### src/pt64_pkg.sv
// ----------------------------------------------------------------------------
// pt64_pkg
// Types and constants shared by the primality test controller and datapath.
// ----------------------------------------------------------------------------
package pt64_pkg;

    localparam int NUM_W      = 63;
    localparam int TABLE_SIZE = 12;
    localparam int BIDX_W     = 4;
    localparam int SCNT_W     = 6;

    typedef logic [NUM_W-1:0] num_t;

    function automatic logic [5:0] base_value(input logic [BIDX_W-1:0] idx);
        logic [5:0] v;
        case (idx)
            4'd0:    v = 6'd2;
            4'd1:    v = 6'd3;
            4'd2:    v = 6'd5;
            4'd3:    v = 6'd7;
            4'd4:    v = 6'd11;
            4'd5:    v = 6'd13;
            4'd6:    v = 6'd17;
            4'd7:    v = 6'd19;
            4'd8:    v = 6'd23;
            4'd9:    v = 6'd29;
            4'd10:   v = 6'd31;
            default: v = 6'd37;
        endcase
        return v;
    endfunction

    typedef enum logic [2:0] {
        MUL_ACC_B = 3'b001,
        MUL_B_B   = 3'b010,
        MUL_X_X   = 3'b100
    } mul_sel_t;

    typedef struct packed {
        logic     load_n;
        logic     load_base;
        logic     shift_d;
        logic     init_pow;
        logic     mul_start;
        mul_sel_t mul_sel;
        logic     shift_e;
        logic     acc_to_x;
    } dp_cmd_t;

    typedef struct packed {
        logic n_small;
        logic d_odd;
        logic base_ge_n;
        logic base_is_nm1;
        logic e_zero;
        logic e_lsb;
        logic mul_done;
        logic x_is_one;
        logic x_is_nm1;
    } dp_sts_t;

endpackage

### src/pt64_if.sv
// ----------------------------------------------------------------------------
// pt64_if
// Valid/ready channel carrying one payload per transaction.
// ----------------------------------------------------------------------------
interface pt64_if #(
    parameter int WIDTH = 1
);
    logic             valid;
    logic             ready;
    logic [WIDTH-1:0] data;

    modport source (output valid, output data, input ready);
    modport sink   (input valid, input data, output ready);
endinterface

### src/pt64_datapath.sv
// ----------------------------------------------------------------------------
// pt64_datapath
// Operand registers and a bit-serial shift-and-add modular multiplier.
// ----------------------------------------------------------------------------
module pt64_datapath (
    input  logic              clk,
    input  logic              rst_n,
    input  pt64_pkg::num_t    number,
    input  logic [3:0]        base_idx,
    input  pt64_pkg::dp_cmd_t cmd,
    output pt64_pkg::dp_sts_t sts
);
    logic [63:0] n_reg, d_reg, e_reg, b_reg, acc_reg, x_reg;
    logic [63:0] ma_reg, my_reg, mr_reg;
    logic        mbusy_reg;
    logic        mdst_reg;
    logic [63:0] nm1, base64, ma_in, my_in;
    logic [63:0] sum, sum_red, dbl, dbl_red;

    assign nm1    = n_reg - 64'd1;
    assign base64 = {58'd0, pt64_pkg::base_value(base_idx)};

    always_comb
    begin
        ma_in = acc_reg;
        my_in = b_reg;
        unique case (cmd.mul_sel)
            pt64_pkg::MUL_ACC_B: begin ma_in = acc_reg; my_in = b_reg; end
            pt64_pkg::MUL_B_B:   begin ma_in = b_reg;   my_in = b_reg; end
            pt64_pkg::MUL_X_X:   begin ma_in = x_reg;   my_in = x_reg; end
            default:             begin ma_in = acc_reg; my_in = b_reg; end
        endcase
    end

    assign sum     = mr_reg + ma_reg;
    assign sum_red = (sum >= n_reg) ? sum - n_reg : sum;
    assign dbl     = {ma_reg[62:0], 1'b0};
    assign dbl_red = (dbl >= n_reg) ? dbl - n_reg : dbl;

    always_ff @(posedge clk or negedge rst_n)
    begin
        if (!rst_n)
        begin
            mbusy_reg <= 1'b0;
        end
        else if (cmd.mul_start)
        begin
            mbusy_reg <= 1'b1;
        end
        else if (mbusy_reg && my_reg == 64'd0)
        begin
            mbusy_reg <= 1'b0;
        end
    end

    always_ff @(posedge clk)
    begin
        if (cmd.load_n)
        begin
            n_reg <= {1'b0, number};
            d_reg <= {1'b0, number} - 64'd1;
        end
        if (cmd.shift_d)
        begin
            d_reg <= {1'b0, d_reg[63:1]};
        end
        if (cmd.load_base)
        begin
            b_reg <= base64;
        end
        if (cmd.init_pow)
        begin
            e_reg   <= d_reg;
            acc_reg <= 64'd1;
        end
        if (cmd.shift_e)
        begin
            e_reg <= {1'b0, e_reg[63:1]};
        end
        if (cmd.acc_to_x)
        begin
            x_reg <= acc_reg;
        end
        if (mbusy_reg && my_reg == 64'd0)
        begin
            if (cmd.mul_sel == pt64_pkg::MUL_X_X)
                x_reg <= mr_reg;
            else if (mdst_reg)
                acc_reg <= mr_reg;
            else
                b_reg <= mr_reg;
        end
        if (cmd.mul_start)
        begin
            ma_reg   <= ma_in;
            my_reg   <= my_in;
            mr_reg   <= 64'd0;
            mdst_reg <= (cmd.mul_sel == pt64_pkg::MUL_ACC_B);
        end
        else if (mbusy_reg && my_reg != 64'd0)
        begin
            if (my_reg[0])
                mr_reg <= sum_red;
            ma_reg <= dbl_red;
            my_reg <= {1'b0, my_reg[63:1]};
        end
    end

    assign sts.n_small     = (n_reg < 64'd2);
    assign sts.d_odd       = d_reg[0];
    assign sts.base_ge_n   = (base64 >= n_reg);
    assign sts.base_is_nm1 = (base64 == nm1);
    assign sts.e_zero      = (e_reg == 64'd0);
    assign sts.e_lsb       = e_reg[0];
    assign sts.mul_done    = mbusy_reg && (my_reg == 64'd0);
    assign sts.x_is_one    = (x_reg == 64'd1);
    assign sts.x_is_nm1    = (x_reg == nm1);
endmodule

### src/pt64_ctrl.sv
// ----------------------------------------------------------------------------
// pt64_ctrl
// Sequencer for the bases, the exponentiation and the squaring rounds.
// ----------------------------------------------------------------------------
module pt64_ctrl #(
    parameter int NUM_BASES = 12
) (
    input  logic              clk,
    input  logic              rst_n,
    input  logic              in_valid,
    output logic              in_ready,
    output logic              out_valid,
    input  logic              out_ready,
    output logic              result,
    output logic [3:0]        base_idx,
    output pt64_pkg::dp_cmd_t cmd,
    input  pt64_pkg::dp_sts_t sts
);
    localparam int LAST_BASE = ((NUM_BASES < pt64_pkg::TABLE_SIZE) ? NUM_BASES
                                : pt64_pkg::TABLE_SIZE) - 1;

    typedef enum logic [10:0] {
        S_IDLE   = 11'b00000000001,
        S_SPLIT  = 11'b00000000010,
        S_BASE   = 11'b00000000100,
        S_PSTEP  = 11'b00000001000,
        S_PMUL   = 11'b00000010000,
        S_PSQ    = 11'b00000100000,
        S_CHECK  = 11'b00001000000,
        S_SQ     = 11'b00010000000,
        S_SQCHK  = 11'b00100000000,
        S_NEXT   = 11'b01000000000,
        S_DONE   = 11'b10000000000
    } state_t;

    state_t                      state_reg, state_next;
    logic [3:0]                  bidx_reg, bidx_next;
    logic [pt64_pkg::SCNT_W-1:0] s_reg, s_next, k_reg, k_next;
    logic                        res_reg, res_next;
    logic                        sq_done_reg, sq_done_next;

    assign base_idx  = bidx_reg;
    assign in_ready  = (state_reg == S_IDLE);
    assign out_valid = (state_reg == S_DONE);
    assign result    = res_reg;

    always_ff @(posedge clk or negedge rst_n)
    begin
        if (!rst_n)
        begin
            state_reg   <= S_IDLE;
            bidx_reg    <= '0;
            s_reg       <= '0;
            k_reg       <= '0;
            res_reg     <= 1'b0;
            sq_done_reg <= 1'b0;
        end
        else
        begin
            state_reg   <= state_next;
            bidx_reg    <= bidx_next;
            s_reg       <= s_next;
            k_reg       <= k_next;
            res_reg     <= res_next;
            sq_done_reg <= sq_done_next;
        end
    end

    always_comb
    begin
        state_next   = state_reg;
        bidx_next    = bidx_reg;
        s_next       = s_reg;
        k_next       = k_reg;
        res_next     = res_reg;
        sq_done_next = 1'b0;
        cmd          = '0;
        cmd.mul_sel  = pt64_pkg::MUL_ACC_B;
        unique case (state_reg)
            S_IDLE:
            begin
                if (in_valid)
                begin
                    cmd.load_n = 1'b1;
                    bidx_next  = '0;
                    s_next     = '0;
                    res_next   = 1'b1;
                    state_next = S_SPLIT;
                end
            end
            S_SPLIT:
            begin
                if (sts.n_small)
                begin
                    res_next   = 1'b0;
                    state_next = S_DONE;
                end
                else if (!sts.d_odd && s_reg < 6'd63)
                begin
                    cmd.shift_d = 1'b1;
                    s_next      = s_reg + 6'd1;
                end
                else
                begin
                    state_next = S_BASE;
                end
            end
            S_BASE:
            begin
                if (sts.base_ge_n)
                    state_next = S_DONE;
                else if (sts.base_is_nm1)
                    state_next = S_NEXT;
                else
                begin
                    cmd.load_base = 1'b1;
                    cmd.init_pow  = 1'b1;
                    state_next    = S_PSTEP;
                end
            end
            S_PSTEP:
            begin
                if (sts.e_zero)
                begin
                    cmd.acc_to_x = 1'b1;
                    state_next   = S_CHECK;
                end
                else if (sts.e_lsb)
                begin
                    cmd.mul_start = 1'b1;
                    state_next    = S_PMUL;
                end
                else
                begin
                    cmd.mul_start = 1'b1;
                    cmd.mul_sel   = pt64_pkg::MUL_B_B;
                    state_next    = S_PSQ;
                end
            end
            S_PMUL:
            begin
                if (sts.mul_done)
                begin
                    cmd.mul_start = 1'b1;
                    cmd.mul_sel   = pt64_pkg::MUL_B_B;
                    state_next    = S_PSQ;
                end
            end
            S_PSQ:
            begin
                cmd.mul_sel = pt64_pkg::MUL_B_B;
                if (sts.mul_done)
                begin
                    cmd.shift_e = 1'b1;
                    state_next  = S_PSTEP;
                end
            end
            S_CHECK:
            begin
                if (sts.x_is_one || sts.x_is_nm1)
                    state_next = S_NEXT;
                else
                begin
                    k_next     = 6'd1;
                    state_next = S_SQ;
                end
            end
            S_SQ:
            begin
                if (k_reg >= s_reg)
                begin
                    res_next   = 1'b0;
                    state_next = S_DONE;
                end
                else
                begin
                    cmd.mul_start = 1'b1;
                    cmd.mul_sel   = pt64_pkg::MUL_X_X;
                    state_next    = S_SQCHK;
                end
            end
            S_SQCHK:
            begin
                cmd.mul_sel = pt64_pkg::MUL_X_X;
                if (sq_done_reg)
                begin
                    if (sts.x_is_one)
                    begin
                        res_next   = 1'b0;
                        state_next = S_DONE;
                    end
                    else if (sts.x_is_nm1)
                        state_next = S_NEXT;
                    else
                    begin
                        k_next     = k_reg + 6'd1;
                        state_next = S_SQ;
                    end
                end
                else if (sts.mul_done)
                begin
                    sq_done_next = 1'b1;
                end
            end
            S_NEXT:
            begin
                if (bidx_reg == 4'(LAST_BASE))
                    state_next = S_DONE;
                else
                begin
                    bidx_next  = bidx_reg + 4'd1;
                    state_next = S_BASE;
                end
            end
            S_DONE:
            begin
                if (out_ready)
                    state_next = S_IDLE;
            end
            default:
            begin
                state_next = S_IDLE;
            end
        endcase
    end
endmodule

### src/primality_test_64.sv
// ----------------------------------------------------------------------------
// primality_test_64
// Deterministic Miller-Rabin primality test for integers below 2^63.
// ----------------------------------------------------------------------------
// Usage: present a number on the in channel; one transaction carries one
// number. The block then tests it against up to NUM_BASES small prime bases
// and offers a single is_prime bit on the out channel.
// One number is in flight at a time: in.ready is high only while idle.
// Latency depends on the number: each modular multiply is done bit-serially
// by the shift-and-add multiplier, and a base can need up to about 125
// multiplies, so a full twelve-base run of a 63-bit prime is the longest
// case; small or even numbers finish far sooner.
// The result is held on the out channel until out.ready is seen; no new
// number is taken before that transaction completes.
// Reset returns the sequencer to idle and drops any pending result.
// ----------------------------------------------------------------------------
module primality_test_64 #(
    parameter int NUM_BASES = 12
) (
    input  logic clk,
    input  logic rst_n,
    pt64_if.sink   in_ch,
    pt64_if.source out_ch
);
    pt64_pkg::dp_cmd_t cmd;
    pt64_pkg::dp_sts_t sts;
    logic [3:0]        base_idx;

    pt64_ctrl #(.NUM_BASES(NUM_BASES)) u_ctrl (
        .clk       (clk),
        .rst_n     (rst_n),
        .in_valid  (in_ch.valid),
        .in_ready  (in_ch.ready),
        .out_valid (out_ch.valid),
        .out_ready (out_ch.ready),
        .result    (out_ch.data[0]),
        .base_idx  (base_idx),
        .cmd       (cmd),
        .sts       (sts)
    );

    pt64_datapath u_dp (
        .clk      (clk),
        .rst_n    (rst_n),
        .number   (in_ch.data),
        .base_idx (base_idx),
        .cmd      (cmd),
        .sts      (sts)
    );
endmodule

### src/flat_wrapper.sv
// flat-port wrapper written by rule: the top's interface ports become plain ports
module primality_test_64_flat 
#(
    parameter int NUM_BASES = 12
)
  (clk, rst_n, in_ch_valid, in_ch_data, in_ch_ready, out_ch_valid, out_ch_data, out_ch_ready);
  pt64_if #(.WIDTH(pt64_pkg::NUM_W)) in_ch_i ();
  pt64_if #(.WIDTH(1)) out_ch_i ();
  input  logic clk;
  input  logic rst_n;
  input wire logic [$bits(in_ch_i.valid)-1:0] in_ch_valid;
  input wire logic [$bits(in_ch_i.data)-1:0] in_ch_data;
  output wire logic [$bits(in_ch_i.ready)-1:0] in_ch_ready;
  output wire logic [$bits(out_ch_i.valid)-1:0] out_ch_valid;
  output wire logic [$bits(out_ch_i.data)-1:0] out_ch_data;
  input wire logic [$bits(out_ch_i.ready)-1:0] out_ch_ready;
  assign in_ch_i.valid = in_ch_valid;
  assign in_ch_i.data = in_ch_data;
  assign in_ch_ready = in_ch_i.ready;
  assign out_ch_valid = out_ch_i.valid;
  assign out_ch_data = out_ch_i.data;
  assign out_ch_i.ready = out_ch_ready;
  primality_test_64 #(.NUM_BASES(NUM_BASES)) u_core (.clk(clk), .rst_n(rst_n), .in_ch(in_ch_i), .out_ch(out_ch_i));
endmodule
### config.mk
export PLATFORM = sky130hd
export DESIGN_NAME = primality_test_64_flat
export DESIGN_NICKNAME = d
export VERILOG_FILES = /design/src/pt64_pkg.sv /design/src/pt64_if.sv /design/src/pt64_datapath.sv /design/src/pt64_ctrl.sv /design/src/primality_test_64.sv /design/src/flat_wrapper.sv
export SDC_FILE = /design/constraint.sdc
export NUM_CORES = 2
export LEC_CHECK = 0
export BUFFER_PORTS_ARGS = -buffer_cell sky130_fd_sc_hd__buf_2
export CORE_MARGIN = 4
export CORE_UTILIZATION = 50
export CTS_CLUSTER_SIZE = 24
export DETAILED_ROUTE_END_ITERATION = 12
export GPL_TIMING_DRIVEN = 0
export PLACE_DENSITY = 0.68
export SKIP_CTS_REPAIR_TIMING = 1
export SYNTH_ARGS = -nofsm -noshare
export SYNTH_HDL_FRONTEND = slang
export SYNTH_SLANG_ARGS = --single-unit
### constraint.sdc
create_clock -name clk -period 6.1 [get_ports clk]
set_clock_uncertainty 0.15 [all_clocks]
set_input_delay 0.915 -clock clk [delete_from_list [all_inputs] [get_ports clk]]
set_output_delay 0.915 -clock clk [all_outputs]
set_load 0.005 [all_outputs]
==> results.sh <==
export IMPL_syn_inst=4883
export IMPL_die_w_um=296
export IMPL_switchingPower_mw=1.84
export IMPL_synthTopCellsByArea="edfxtp_1 23%, dfxtp_1 12%, nand2_1 6.4%, ha_1 6.3%, a21oi_1 5.0%"
export IMPL_synth_avg_cell_area_sq_um=8.49
export IMPL_seqPwrFrac_pct=50.1
export IMPL_vias=39100
export IMPL_dp_cells=6027
export IMPL_crit_start="u_core.u_dp.e_reg[19]$_DFFE_PP_"
export IMPL_grt_pass1_vias=36600
export IMPL_core_sq_um=82100
export IMPL_hpwl_um=133000
export IMPL_die_h_um=296
export IMPL_violations="setup timing"
export IMPL_ant_nets=0
export IMPL_post_dp_cell_area_sq_um=43200
export IMPL_status="finished with violations"
export IMPL_clk_insertion_delay_late_ns=0.63
export IMPL_cp_end_kind="flip-flop"
export IMPL_fin_ws_ns=-0.128
export IMPL_worst_ep_arrival_time_ns=6.38
export IMPL_root_buffer="clkbuf_16"
export IMPL_setup_viol=29
export IMPL_p_per_area_nw_per_um2=183
export IMPL_place_ws_ns=-1.90
export IMPL_slew_headroom_pct=3.50
export IMPL_grt_overflow=0
export IMPL_grt_antenna_before_repair=2
export IMPL_multi_input_area_sq_um=25000
export IMPL_min_period_over_period_pct=102
export IMPL_clk_pin_slew_ns=0.07
export IMPL_synth_fp_nets=5163
export IMPL_fin_cells=6164
export IMPL_antenna_cells=0
export IMPL_synth_cell_types=91
export IMPL_fmax_mhz=161
export IMPL_ys_seq_area_share_pct=37.3
export IMPL_r2r_start="u_core.u_dp.e_reg[19]$_DFFE_PP_"
export IMPL_cts_tree="yes"
export IMPL_path_class="flip-flop to flip-flop"
export IMPL_fillCellCount=7553
export IMPL_yosysTopAreaCell="edfxtp_1"
export IMPL_htree_levels=3
export IMPL_p_leak_nw=18.5
export IMPL_synthFlopType="edfxtp_1"
export IMPL_clock_path_buffers=3
export IMPL_switching_share_pct=21.6
export IMPL_ys_async_sr_fraction_pct=4.95
export IMPL_finalHoldViolations=0
export IMPL_start_util_pct=50.5
export IMPL_hold_class="input port to asynchronous set/reset pin"
export IMPL_postLayoutCellArea_sq_um=46400
export IMPL_drt_iter0_drc=4877
export IMPL_period_minus_slack_ns=6.23
export IMPL_startpoint_type="flip-flop"
export IMPL_yosysWarnings=0
export IMPL_drv_slew=0
export IMPL_synth_edf_count=318
export IMPL_ir_drop_mv=0.235
export IMPL_viasPerCell=6.35
export IMPL_grt_max_degree=73
export IMPL_cts_buffers=67
export IMPL_core_rowCount=105
export IMPL_grt_pass1_wl_um=234000
export IMPL_p_int_mw=6.67
export IMPL_syn_cell_area_sq_um=41400
export IMPL_netlist_area_leader_share_pct=23.0
export IMPL_crit_path_max_fanout=10
export IMPL_clkPwrFrac_pct=48.7
export IMPL_final_util_pct=56.5
export IMPL_regArea_sq_um=15500
export IMPL_wl_um=163000
export IMPL_gp_congestion=1.02
export IMPL_ys_ff_latch=606
export IMPL_required_ns=6.25
export IMPL_ios=70
export IMPL_track_usage_pct=36.1
export IMPL_drc=0
export IMPL_drv_cap=0
export IMPL_nNetsFinal=5320
export IMPL_drive_gt1_share_pct=8.76
export IMPL_syn2layout_area_growth_pct=11.9
export IMPL_worstMarginPinSlew_ns=1.44
export IMPL_p_comb_share_pct=1.1
export IMPL_dr_pass1_iters=6
export IMPL_dieArea_sq_um=87600
export IMPL_portBuffers=69
export IMPL_clkSinkCount=606
export IMPL_wire_per_inst_um=26.4
## synthesized netlist by cell type (all sizes together), types with 40 or more instances
| master | count |
|---|---|
| a211oi | 57 |
| ha | 210 |
| or3 | 40 |
| mux2 | 72 |
| o21ai | 295 |
| a31oi | 128 |
| clkbuf | 240 |
| mux2i | 126 |
| edfxtp | 318 |
| nand2 | 703 |
| a21oi | 414 |
| nor3 | 92 |
| a21o | 125 |
| dfxtp | 258 |
| inv | 145 |
| nor4 | 103 |
| xnor2 | 237 |
| nand4 | 85 |
| o21bai | 42 |
| nor2 | 358 |
| xor2 | 112 |
| nand3 | 211 |
## routing by layer
| layer | vias to the layer above | GRT usage, % | share of wire [%] |
|---|---|---|---|
| met3 | 373 | 8.67 | 12 |
| li1 | 18200 | - | - |
| met1 | 18500 | 48.8 | 40 |
| met4 | 2 | 18.6 | 6.2 |
| met5 | - | 0 | 0.0086 |
| met2 | 2046 | 53.9 | 42 |
## cell usage in the layout (no fill, tap or decap), types with 26 or more instances in the layout
| cell type | count |
|---|---|
| edfxtp_1 | 318 |
| nand4_1 | 85 |
| a31oi_1 | 122 |
| and2_1 | 37 |
| o21bai_1 | 41 |
| nor4_1 | 96 |
| inv_1 | 141 |
| a211oi_1 | 54 |
| o21a_1 | 28 |
| nand2b_1 | 28 |
| nor3_1 | 86 |
| mux2i_1 | 108 |
| nand2_1 | 700 |
| xor2_1 | 112 |
| o21ai_0 | 272 |
| xnor2_1 | 236 |
| a21oi_1 | 402 |
| buf_2 | 73 |
| buf_4 | 31 |
| dfxtp_1 | 258 |
| clkbuf_16 | 71 |
| a22oi_1 | 29 |
| o211ai_1 | 26 |
| nor2_1 | 352 |
| dfrtp_1 | 29 |
| or3_1 | 38 |
| mux2_2 | 71 |
| ha_1 | 200 |
| nand3_1 | 208 |
| a21o_1 | 125 |
| clkbuf_1 | 231 |
## cell type report
cell class / count / share of cell area [%]
flip-flops and latches: 606 / 33.3
multi-input cells: 3863 / 53.8
plain buffers: 251 / 2.45
clock buffers: 95 / 4.18
well taps: 1070 / 2.89
inverters: 145 / 1.18
repair buffers: 106 / 1.57
clock inverters: 28 / 0.577
## critical path: stages, from the launching register on
cell and delay (ns):
edfxtp_1 0.41, nor4_1 0.99, nand4_1 0.39, nor4_1 0.61
nand2b_1 0.20, o21ai_1 0.20, nor2_1 1.08, clkbuf_1 0.90
clkbuf_1 0.72, a21oi_1 0.25
## logic make-up (layout without fill, tap and decap cells)
group / after synthesis / in the layout / synth area share, %
fa+ha+maj: 213 / 213 / 6.48
simple gates: 1793 / 1794 / 20.2
compound gates: 1308 / 1308 / 19.5
mux: 198 / 198 / 5.01
buf+inv: 415 / 625 / 4.03
flops: 606 / 606 / 37.3
xor+xnor: 350 / 350 / 7.45
## power groups by stage
stage                     combinational [mW]  sequential (mW)  clock (mW)
final                                 0.0940             4.26        4.14
after global routing                   0.103             4.26        4.34
after CTS                             0.0937             4.26        4.17
after detailed placement              0.0929             4.35           0
after global placement                0.0919             4.35           0
after floorplan                       0.0307             4.35           0
## path summary, 6_finish.rpt
path                                                           to  slack, ns  cells past startpoint
setup / recovery                 u_core.u_dp.ma_reg[63]$_DFFE_PP_      -0.13                      9
hold / removal              u_core.u_ctrl.base_idx[3]$_DFFE_PN0P_       0.25                      1
setup reg to reg                 u_core.u_dp.ma_reg[63]$_DFFE_PP_      -0.13                      9
hold reg to reg                     u_core.u_dp.b_reg[26]$_DFF_P_       0.32                      2
max in group asynchronous  u_core.u_ctrl.state_reg[3]$_DFFE_PN0P_       4.98                      1
min in group clk                    u_core.u_dp.b_reg[26]$_DFF_P_       0.32                      2
## metrics by stage
step	setup TNS [ns]	hold WS (ns)	power [mW]
finish	-1.63	0.245	8.50
CTS	-283.57	0.257	8.52
global placement	-757.26	0.303	4.44
global route	-0.823	0.298	8.70
floorplan	0	0.291	4.38
detailed placement	-271.76	0.307	4.44
(Power assumes the default switching activity.)
